`config.mk`:
```
export PLATFORM = sky130hd
export DESIGN_NAME = aamt_ctrl
export DESIGN_NICKNAME = d
export VERILOG_FILES = /design/src/aamt_pkg.sv /design/src/aamt_ctrl.sv
export SDC_FILE = /design/constraint.sdc
export NUM_CORES = 1
export LEC_CHECK = 0
export ABC_AREA = 1
export ABC_CLOCK_PERIOD_IN_PS = 1600
export BUFFER_PORTS_ARGS = -buffer_cell sky130_fd_sc_hd__clkbuf_2
export CORE_AREA = 2 2 39 41
export CTS_BUF_LIST = sky130_fd_sc_hd__clkbuf_8
export DETAILED_ROUTE_END_ITERATION = 10
export DIE_AREA = 0 0 41 43
export PLACE_DENSITY = 0.3
export SLEW_MARGIN = 10
export SYNTH_ARGS = -nofsm -noshare
export SYNTH_HDL_FRONTEND = slang
export SYNTH_SLANG_ARGS = --single-unit
```
`constraint.sdc`:
```
create_clock -name clk -period 1.6 [get_ports clk]
set_input_delay 0.08 -clock clk [delete_from_list [all_inputs] [get_ports clk]]
set_output_delay 0.08 -clock clk [all_outputs]
set_load 0.02 [all_outputs]
```
`src/aamt_pkg.sv`:
```
`default_nettype none
// ----------------------------------------------------------------------------
// aamt_pkg: shared types and constants of the aging address map table
// Operation and status codes, field widths, and the controller/datapath link.
// ----------------------------------------------------------------------------
package aamt_pkg;

    localparam int unsigned TABLE_ENTRIES_DEF = 16;

    localparam int unsigned MODE_W  = 2;
    localparam int unsigned HALF_W  = 64;
    localparam int unsigned STAT_W  = 2;
    localparam int unsigned DROP_W  = 5;
    localparam int unsigned TICK_W  = 32;
    localparam int unsigned PERIOD_W = 31;

    localparam int unsigned IN_DATA_W  = 264;   // 257 bits of fields, byte padded
    localparam int unsigned OUT_DATA_W = 136;   // 133 bits of fields, byte padded

    localparam logic [PERIOD_W-1:0] PERIOD_RESET = 31'd3600;
    localparam logic [DROP_W-1:0]   DROP_MAX     = 5'd31;

    // operation codes
    localparam logic [MODE_W-1:0] MODE_LOOKUP = 2'd0;
    localparam logic [MODE_W-1:0] MODE_SET    = 2'd1;
    localparam logic [MODE_W-1:0] MODE_ERASE  = 2'd2;
    localparam logic [MODE_W-1:0] MODE_TICK   = 2'd3;

    // result status codes
    localparam logic [STAT_W-1:0] ST_OK       = 2'd0;
    localparam logic [STAT_W-1:0] ST_MISS     = 2'd1;
    localparam logic [STAT_W-1:0] ST_CONFLICT = 2'd2;
    localparam logic [STAT_W-1:0] ST_FULL     = 2'd3;

    // register word index
    localparam logic [0:0] REG_IDLE_LIMIT = 1'b0;

    typedef struct packed {
        logic capture;   // latch the incoming beat
        logic look;      // key search, value read issued
        logic eval;      // value compare, expiry scan
        logic commit;    // table update and result load
    } ctrl_cmd_t;

    typedef struct packed {
        logic out_free;  // result register can take a new beat
    } dp_status_t;

endpackage : aamt_pkg
`default_nettype wire

```
`src/aamt_ctrl.sv`:
```
`default_nettype none
// ----------------------------------------------------------------------------
// aamt_ctrl: operation sequencer
// Steps each accepted beat through search, evaluate and commit.
// ----------------------------------------------------------------------------
module aamt_ctrl (
    input  wire logic                   clk,
    input  wire logic                   rst_n,
    input  wire logic                   in_valid,
    output logic                        in_ready,
    input  wire aamt_pkg::dp_status_t   dp_status,
    output aamt_pkg::ctrl_cmd_t         cmd
);

    import aamt_pkg::*;

    localparam logic [1:0] S_IDLE = 2'd0;
    localparam logic [1:0] S_LOOK = 2'd1;
    localparam logic [1:0] S_EVAL = 2'd2;
    localparam logic [1:0] S_FIN  = 2'd3;

    logic [1:0] state_reg;
    logic [1:0] state_next;

    always_comb
    begin
        state_next  = state_reg;
        in_ready    = 1'b0;
        cmd         = '0;
        unique case (state_reg)
            S_IDLE:
            begin
                in_ready = 1'b1;
                if (in_valid)
                begin
                    cmd.capture = 1'b1;
                    state_next  = S_LOOK;
                end
            end
            S_LOOK:
            begin
                cmd.look   = 1'b1;
                state_next = S_EVAL;
            end
            S_EVAL:
            begin
                cmd.eval   = 1'b1;
                state_next = S_FIN;
            end
            S_FIN:
            begin
                // hold until the result register is free
                if (dp_status.out_free)
                begin
                    cmd.commit = 1'b1;
                    state_next = S_IDLE;
                end
            end
            default:
            begin
                state_next = S_IDLE;
            end
        endcase
    end

    always_ff @(posedge clk or negedge rst_n)
    begin
        if (!rst_n)
        begin
            state_reg <= S_IDLE;
        end
        else
        begin
            state_reg <= state_next;
        end
    end

endmodule : aamt_ctrl
`default_nettype wire

```
==> run metrics, run 1 <==
n_diodes=0; Mean Syn Cell Area=approximately 7.1 um2; crit path DAT=1.19 ns; leakage dissipation=0.192 nW; area of the multi-input gates=between 100 and 150 um2; initial antenna violation count=0; critical path startpoint category=flop; Finished Core Util=21.4%; Seq cells post-synth=2; final setup TNS=0 ns; full die area=around 0.0018 mm2; Yosys top cell area share=27.0%; Worst setup EP type=output pin; IO Port Bufs=8; Pre-antenna DRT Iters=4; drt drc=0; mapped cell area=185 um2; total number of vias=around 180; GRT Util Overall=5.12%; vias per inst=3.30; Max Clk Rate=0.789 GHz; Final ANT Viol Nets=0; final worst path period share=79.2%; Skew-Pair Late Insertion Delay=0.21 ns; CTS tree=done; synth unique cells=6; num ports=9; grt total ovfl=0; Tightest Hold Check Type=input pin to asynchronous set/reset pin; mux cell area share after synthesis=0%; Crit path required time=about 1.5 ns; Final Max Slew Viols=0; Power Total=633 uW; max-cap violations=0; Initial Util=13.4%; fillers=162; worst slew pin tran=0.144 ns; die height=43 um; RSZ-0062 raised after global routing=no; CP Max Fanout=4; GRT Max-Usage Layer=met2; Synth Area in Adders=27.0%; Worst VDD drop=~0.00086 V; Post-Synth Simple-Gate Area=29.7%; die width=41 um; postcts setup bufs=0; largest net degree at the start of global routing=5; largest cells by area after synthesis=dfrtp_1, ha_1, inv_1, nand2_1, nand2_2; Final nets=48; vias in the first global route=between 150 and 200; sequential-to-total area share from yosys stat=roughly 27%; Area growth, synth to finish=60.1%; final WL=364 um; GR Layer Usage met1=5.77%; status=completed; Reg clk slew, reported paths=around 0.030 ns; clock sink count=2; core area=0.00138 mm2; Max H-tree Level=1; sequential cell area=~50 um2; root buffer cell=clkbuf_8; max reg flops=2; layout cells sized above 1=36.8%; min Tclk post-route=1.27 ns; most frequent cells in the layout=inv_1, clkbuf_2, nand2_1, ha_1; Synth Instances=26; GR Util met2=6.56%; final worst slack=about 0.33 ns; worst setup path class=flop to output pin; main combinational cell family by area after synthesis=simple AND/OR/NAND/NOR gates; post-synthesis compound-gate area fraction=0%; Net Count, Synth=34; first-pass GRT wire length=between 500 and 600 um; # rows=14; Setup WS pre-CTS=0.507 ns; DR iter-0 viols=5; xor and xnor fraction of the mapped netlist area=0%; Num CTS Buffers=3; Synthesis Warnings=0; Cell Pwr Density=2130 mW/mm2; Clock Tree Buf Depth=2; worst rel slew slack=90.4%; Fin. Hold Viols=0; Avg WL per Cell=6.74 um; Yosys top cell by area=dfrtp_1; global placer's final weighted congestion=0.547; final count of negative-setup-slack endpoints=0; met3 usage=1.57%; worst clock skew=0.000991 ns
cells by family (layout without fill, tap and decap cells):
family	Yosys count	after routing
adders and majority gates	4	4
DFF	2	2
and+or+nand+nor	12	12
buffers and inverters	8	20
worst max-delay path: stages, from the launching register on:
cell and delay, ns:
dfrtp_1 0.40, inv_1 0.09, ha_1 0.22, nand2_1 0.07
inv_1 0.05, clkbuf_2 0.15
stage by stage:
| step | area, um2 | hold slack, ns | cells |
|---|---|---|---|
| after detailed placement | 245 | -0.133 | 50 |
| after global placement | 245 | -0.135 | 50 |
| final | 297 | 0.188 | 54 |
| after global routing | 297 | 0.199 | 54 |
| after floorplan | 185 | -0.216 | 26 |
| after CTS | 297 | 0.181 | 54 |
metal layers:
metal  up-vias  part of all wire, %
met4         0                    0
met2         7                   45
li1         97                    -
met3         0                   10
met1        74                   44
met5         -                    0
synth_stat cells (all sizes together):
cell	instances
dfrtp	2
ha	4
inv	8
nand2	10
nand3	2
area by class of cell:
| class | instances | share of cell area [%] |
|---|---|---|
| Multi-Input combinational cell | 16 | 35.4 |
| Sequential cell | 2 | 16.9 |
| Timing Repair Buffer | 9 | 16.9 |
| Clock buffer | 3 | 13.9 |
| Inverter | 8 | 10.1 |
| Tap cell | 16 | 6.75 |
power by group:
part / total, mW / internal, mW / switching, mW
Clock: 0.198 / 0.159 / 0.0386
Sequential: 0.107 / 0.0797 / 0.0277
Combinational: 0.328 / 0.120 / 0.208
Total: 0.633 / 0.359 / 0.274
timing repair:
item | in CTS | in global routing
endpoints found under the hold margin | 2 | 0
gates resized for setup | 0 | 0
hold buffers | 1 | 0
final timing paths:
kind / start / end / slack, ns / depth (start not counted)
max: state_reg[0]$_DFFE_PN0P_ / cmd[3] / 0.33 / 5
min: rst_n / state_reg[0]$_DFFE_PN0P_ / 0.19 / 2
max in group asynchronous: rst_n / state_reg[1]$_DFFE_PN0P_ / 1.31 / 2
max reg2reg: state_reg[0]$_DFFE_PN0P_ / state_reg[1]$_DFFE_PN0P_ / 0.51 / 6
min reg2reg: state_reg[1]$_DFFE_PN0P_ / state_reg[1]$_DFFE_PN0P_ / 0.54 / 2
min in group clk: dp_status / state_reg[0]$_DFFE_PN0P_ / 0.25 / 5
Power figures use the tool's default switching activity.
==> run 2: changes to the inputs <==
- ABC_CLOCK_PERIOD_IN_PS: 1600 -> 1200
- clock period: 1.6 -> 1.2 ns (I/O delays scaled with it)
==> run 2 against run 1 <==
  * Critical path depth did not move
  * Sequential power grew 42%
  * Global-route usage fell by 0.40 points
  * Total power up 52%
  * Via count decreased by 1.7%
  * Final cell count is 1.9% higher
  * Combinational power rose by 67%
  * Sequential share of layout area fell by 1.9 points
  * Clock skew up 0.0011 ns
==> run metrics, run 2 (synthesized netlist as in run 1, its figures left out) <==
num ports=9 (unchanged); min Tclk post-route=1.13 ns; Min Hold Slack=0.169 ns (-0.0194 ns); Initial Util=13.4% (unchanged); CP Cell Sequence=inv_2 -> ha_4 -> nand2_2 -> inv_2 -> buf_6; final WL=370 um (+1.6%); CP Max Fanout=4 (unchanged); total number of vias=175 (-1.7%); max reg flops=2 (unchanged); max-cap violations=0 (unchanged); clock sink count=2 (unchanged); Final Max Slew Viols=0 (unchanged); worst rel slew slack=89.2% (-1.2 points); root buffer cell=clkbuf_8; first-pass GRT wire length=517 um (-8.5%); GRT Util Overall=4.71% (-0.40 points); Crit path required time=1.14 ns (-0.38 ns); vias per inst=3.18 (-3.5%); vias in the first global route=141 (-10%); layout cells sized above 1=53.8% (+17 points); die width=41 um (unchanged); Avg WL per Cell=6.73 um (-0.20%); status=completed; Fin. Hold Viols=0 (unchanged); Power Total=963 uW (+52%); grt total ovfl=0 (unchanged); drt drc=0 (unchanged); leakage dissipation=0.196 nW (+1.8%); critical path's top delay family=flip-flops; most frequent cells in the layout=nand2_1, clkbuf_2, inv_1, nand2_2; detailed-placement wirelength estimate=273 um; Final ANT Viol Nets=0 (unchanged); RSZ-0062 raised after global routing=yes; worst setup path class=flop to output pin; largest net degree at the start of global routing=5 (unchanged); Clock Tree Buf Depth=2 (unchanged); Skew-Pair Late Insertion Delay=0.21 ns (about the same); global placer's final weighted congestion=0.545 (-0.37%); worst slew pin tran=0.162 ns (+0.0180 ns); full die area=0.00176 mm2 (unchanged); final worst path period share=94.5%; Tightest Hold Check Type=input pin to asynchronous set/reset pin; Max H-tree Level=1 (unchanged); Max Clk Rate=about 0.88 GHz; Area growth, synth to finish=80.4%; Worst path slowest cell=dfrtp_1; CP Buf/Inv Count=3 (unchanged); R2R Setup Slk=0.12 ns (-0.39 ns); Worst path max stage delay=0.41 ns (about the same); Reg clk slew, reported paths=0.03 ns (about the same); IO Port Bufs=8 (unchanged); final count of negative-setup-slack endpoints=0 (unchanged); Crit path top cell by count=inv_2; Pre-antenna DRT Iters=2 (-2); Worst setup EP type=output pin; DR iter-0 viols=1 (-4); Cell Pwr Density=2880 mW/mm2 (+35%); Worst VDD drop=0.000978 V (+14%); initial antenna violation count=0 (unchanged); CTS tree=done; die height=43 um (unchanged); critical path startpoint category=flop; crit path DAT=1.07 ns (-0.12 ns); # rows=14 (unchanged); worst clock skew=0.00212 ns (+0.00113 ns); Final nets=49 (+2.1%); core area=0.00138 mm2 (unchanged); Num CTS Buffers=3 (unchanged); n_diodes=0 (unchanged)
## run 2: cell type report
class                   instances  area, um2
flip-flops and latches          2       50.0
fillers                       161       1050
repair buffers                 10       70.1
inverters                       8       30.0
clock buffers                   3       41.3
multi-input cells              16        123
well taps                      16       20.0
## run 2: metal layers
layer	track usage [%]	routed length (um)	vias to the layer above
li1	-	-	99
met1	5.77	166	69
met2	5.31	170	7
met3	1.57	33	0
met4	6.00	0	0
met5	0	0	-
## run 2: timing repair
| item | 4_1_cts | 5_1_grt |
|---|---|---|
| hold endpoints to repair | 2 | 0 |
| pin swaps | 1 | 2 |
| buffers inserted | 0 | 1 |
| gates resized for setup | 4 | 9 |
| endpoints found under the setup margin | 2 | 2 |
| hold buffers | 1 | 0 |
## run 2: stage by stage
stage	utilization (%)	cell area [um2]	std cells	setup slack, ns	TNS [ns]
3_3_place_gp	17.7	245	50	0.109	0
2_1_floorplan	-	185	26	0.0620	0
3_5_place_dp	17.7	245	50	0.0903	0
4_1_cts	22.3	309	54	0.0134	0
5_1_grt	24.1	334	55	-0.00349	-0.00349
6_report	24.1	334	55	0.0658	0
## run 2: where the power goes
group / leakage (nW) / internal, mW / switching (mW)
clock: 0.0216 / 0.212 / 0.0498
combinational: 0.150 / 0.244 / 0.305
sequential: 0.0239 / 0.106 / 0.0461
## run 2: worst paths after layout
kind	depth (start not counted)	from	end
max	5	state_reg[0]$_DFFE_PN0P_	cmd[3]
min	2	rst_n	state_reg[0]$_DFFE_PN0P_
max reg2reg	7	state_reg[0]$_DFFE_PN0P_	state_reg[0]$_DFFE_PN0P_
min reg2reg	2	state_reg[1]$_DFFE_PN0P_	state_reg[1]$_DFFE_PN0P_
max in group asynchronous	2	rst_n	state_reg[1]$_DFFE_PN0P_
min in group clk	5	dp_status	state_reg[1]$_DFFE_PN0P_
## run 2: worst register-to-register path: stages (launching register included)
cell and delay, ns:
dfrtp_1 0.40, inv_2 0.08, ha_4 0.18, buf_4 0.13, inv_1 0.04, nand2_1 0.04, nand3_1 0.06, nand2_1 0.05
==> run 3: changes to the inputs <==
- ABC_AREA: 1 -> not set
- ABC_CLOCK_PERIOD_IN_PS: 1200 -> 920
- RECOVER_POWER: not set -> 100
- clock period: 1.2 -> 0.92 ns (I/O delays scaled with it)
==> run 3 against run 2 <==
  * Critical path depth down 1
  * Design area is 36% higher
  * Largest power group unchanged
  * Worst setup slack worse by 0.45 ns
  * The run now ends with negative setup slack left
  * Non-clock buffer count grew 8
  * Clock-buffer cell count unchanged
  * First-iteration DRC count up 100%
  * Clock power up 31%
  * Routed wire length up 19%
  * Combinational power increased by 140%
  * Sequential share of layout area decreased by 4.0 points
  * Register-to-register slack got worse by 0.51 ns
  * Utilization grew 8.8 points
==> run metrics, run 3 <==
Final nets=46 (-6.1%); IO Port Bufs=8 (unchanged); Finished Core Util=32.9% (+8.8 points); Yosys top cell by area=dfrtp_1; Num CTS Buffers=3 (unchanged); detailed-placement wirelength estimate=318 um (+16%); Worst Setup SP=state_reg[0]$_DFFE_PN0P_; largest net degree at the start of global routing=5 (unchanged); Final Max Slew Viols=0 (unchanged); worst clock skew=0.00409 ns (+0.00197 ns); # rows=14 (unchanged); sequential-to-total area share from yosys stat=28.8% (+1.7 points); Fin. Hold Viols=0 (unchanged); final worst slack=-0.386 ns (-0.451 ns); drt drc=0 (unchanged); full die area=0.00176 mm2 (unchanged); Mean Syn Cell Area=11.6 um2 (+63%); Skew-Pair Late Insertion Delay=0.21 ns (about the same); Initial Util=12.6% (-0.81 points); DR iter-0 viols=2 (+1); Crit path required time=1.01 ns (-0.13 ns); crit path DAT=1.40 ns (+0.33 ns); Area after DPL=290 um2 (+18%); Max Clk Rate=roughly 0.77 GHz; layout cells sized above 1=86.1% (+32 points); num ports=9 (unchanged); vias in the first global route=164 (+16%); post-route cell area=455 um2 (+36%); Synth Area in Adders=28.8% (+1.7 points); most frequent cells after synthesis=ha_1, inv_1, dfrtp_1; final count of negative-setup-slack endpoints=7 (+7); final setup TNS=-2.12 ns (-2.12 ns); status=finished, violations left; first-pass GRT wire length=696 um (+35%); failing checks=negative setup slack; initial antenna violation count=0 (unchanged); asr flop ratio synth=100% (unchanged); worst slew pin tran=0.174 ns (+0.0128 ns); die width=41 um (unchanged); fillers=147 (-8.7%); global placer's final weighted congestion=0.625 (+15%); main combinational cell family by area after synthesis=adder cells; clock sink count=2 (unchanged); Clock Tree Buf Depth=2 (unchanged); Reg clk slew, reported paths=0.03 ns (about the same); CTS tree=done; max reg flops=2 (unchanged); max-cap violations=0 (unchanged); Cell Pwr Density=4060 mW/mm2 (+41%); total number of vias=179 (+2.3%); core area=0.00138 mm2 (unchanged); Synthesis Warnings=0 (unchanged); worst r2r src=state_reg[0]$_DFFE_PN0P_; leakage dissipation=0.212 nW (+8.4%); min Tclk post-route=between 1 and 1.5 ns; Worst setup EP type=flop; Seq cells post-synth=2 (unchanged); root buffer cell=clkbuf_8; Post-Synth Simple-Gate Area=15.8% (-14 points); Net Count, Synth=23 (-32%); Yosys top cell area share=28.8% (+1.7 points); GRT Util Overall=6.63% (+1.9 points); Worst VDD drop=0.00143 V (+46%); Area growth, synth to finish=162%; CP Max Fanout=4 (unchanged); grt total ovfl=0 (unchanged); mapped cell area=174 um2 (-6.1%); synth unique cells=9 (+3); worst rel slew slack=88.4% (-0.85 points); Max H-tree Level=1 (unchanged); most frequent cells in the layout=buf_6, buf_4, buf_8, ha_4, clkbuf_8; die height=43 um (unchanged); final WL=442 um (+19%); largest cells by area after synthesis=dfrtp_1, ha_1, mux2_4, nor2b_4, inv_1; Tightest Hold Check Type=input pin to asynchronous set/reset pin; final worst path period share=142%; mux cell area share after synthesis=8.63% (+8.6 points); Synth Instances=15 (-42%); worst setup path class=flop to flop; dominant synthesized flop cell=dfrtp_1; xor and xnor fraction of the mapped netlist area=0% (unchanged); Pre-antenna DRT Iters=2 (unchanged); Avg WL per Cell=8.50 um (+26%); n_diodes=0 (unchanged); critical path startpoint category=flop; RSZ-0062 raised after global routing=yes; vias per inst=3.44 (+8.2%); post-synthesis compound-gate area fraction=11.5% (+12 points); Min Hold Slack=0.160 ns (-0.00913 ns); most frequent cell after synthesis=ha_1; Post-synth EDFFs=0 (unchanged); Final ANT Viol Nets=0 (unchanged)
==> run 3: cell count changes after synthesis <==
cell     change
a21oi_2      +1
and2_1       +1
and2_2       +1
inv_1        -5
mux2_4       +1
nand2_1      -7
nand2_2      -3
nand3_1      -2
nor2b_4      +1
o32a_2       +1
==> run 3: power by group <==
| group | leakage (nW) | switching [mW] | internal [mW] | total [mW] |
|---|---|---|---|---|
| Combinational | 0.167 | 0.472 | 0.833 | 1.30 |
| Clock | 0.0216 | 0.0661 | 0.276 | 0.343 |
| Sequential | 0.0235 | 0.0640 | 0.139 | 0.203 |
==> run 3: final timing paths <==
check / end / slack (ns) / cells after the start
setup / recovery: state_reg[1]$_DFFE_PN0P_ / -0.39 / 4
hold / removal: state_reg[1]$_DFFE_PN0P_ / 0.16 / 2
setup reg to reg: state_reg[1]$_DFFE_PN0P_ / -0.39 / 4
hold reg to reg: state_reg[1]$_DFFE_PN0P_ / 0.69 / 2
max in group asynchronous: state_reg[0]$_DFFE_PN0P_ / 0.63 / 2
min in group clk: state_reg[0]$_DFFE_PN0P_ / 0.25 / 3
==> run 3: routing by layer <==
| layer | track usage [%] | vias up | part of all wire, % |
|---|---|---|---|
| met3 | 6.28 | 0 | 3.8 |
| met1 | 8.04 | 84 | 46 |
| met2 | 7.19 | 4 | 50 |
| met5 | 0 | - | 0 |
| li1 | - | 91 | - |
| met4 | 4.00 | 0 | 0 |
==> run 3: logic make-up (layout without fill, tap and decap cells) <==
group	Yosys count	in the layout
compound gates	2	2
fa+ha+maj	4	4
buf+inv	3	24
flops	2	2
mux	1	1
simple gates	3	3
==> run 3: what timing repair did <==
item | in CTS | in global routing
gates cloned | 0 | 0
hold endpoints to repair | 2 | 0
hold buffers | 1 | 0
pin swaps | 2 | 1
endpoints found under the setup margin | 7 | 7
setup buffers | 5 | 1
resized for setup | 16 | 8
==> run 3: worst max-delay path, stage by stage (launching register included) <==
cell and delay, ns:
dfrtp_1 0.42, ha_2 0.21, nor2b_4 0.12, a21oi_2 0.13, mux2_4 0.31
==> run 3: area by class of cell <==
type                    instances  area, um2  share of cell area (%)
repair buffers                 18        178                    39.0
clock buffers                   3       41.3                    9.07
well taps                      16       20.0                    4.40
flip-flops and latches          2       50.0                    11.0
inverters                       3       11.3                    2.47
multi-input cells              10        155                    34.1
==> run 3: metrics by stage <==
stage / worst slack, ns / cells / total power [mW]
6_report: -0.386 / 52 / 1.85
5_1_grt: -0.443 / 52 / 1.96
4_1_cts: -0.383 / 51 / 1.74
3_5_place_dp: -0.390 / 44 / 1.02
3_3_place_gp: -0.375 / 44 / 1.02
2_1_floorplan: -0.321 / 15 / 0.716
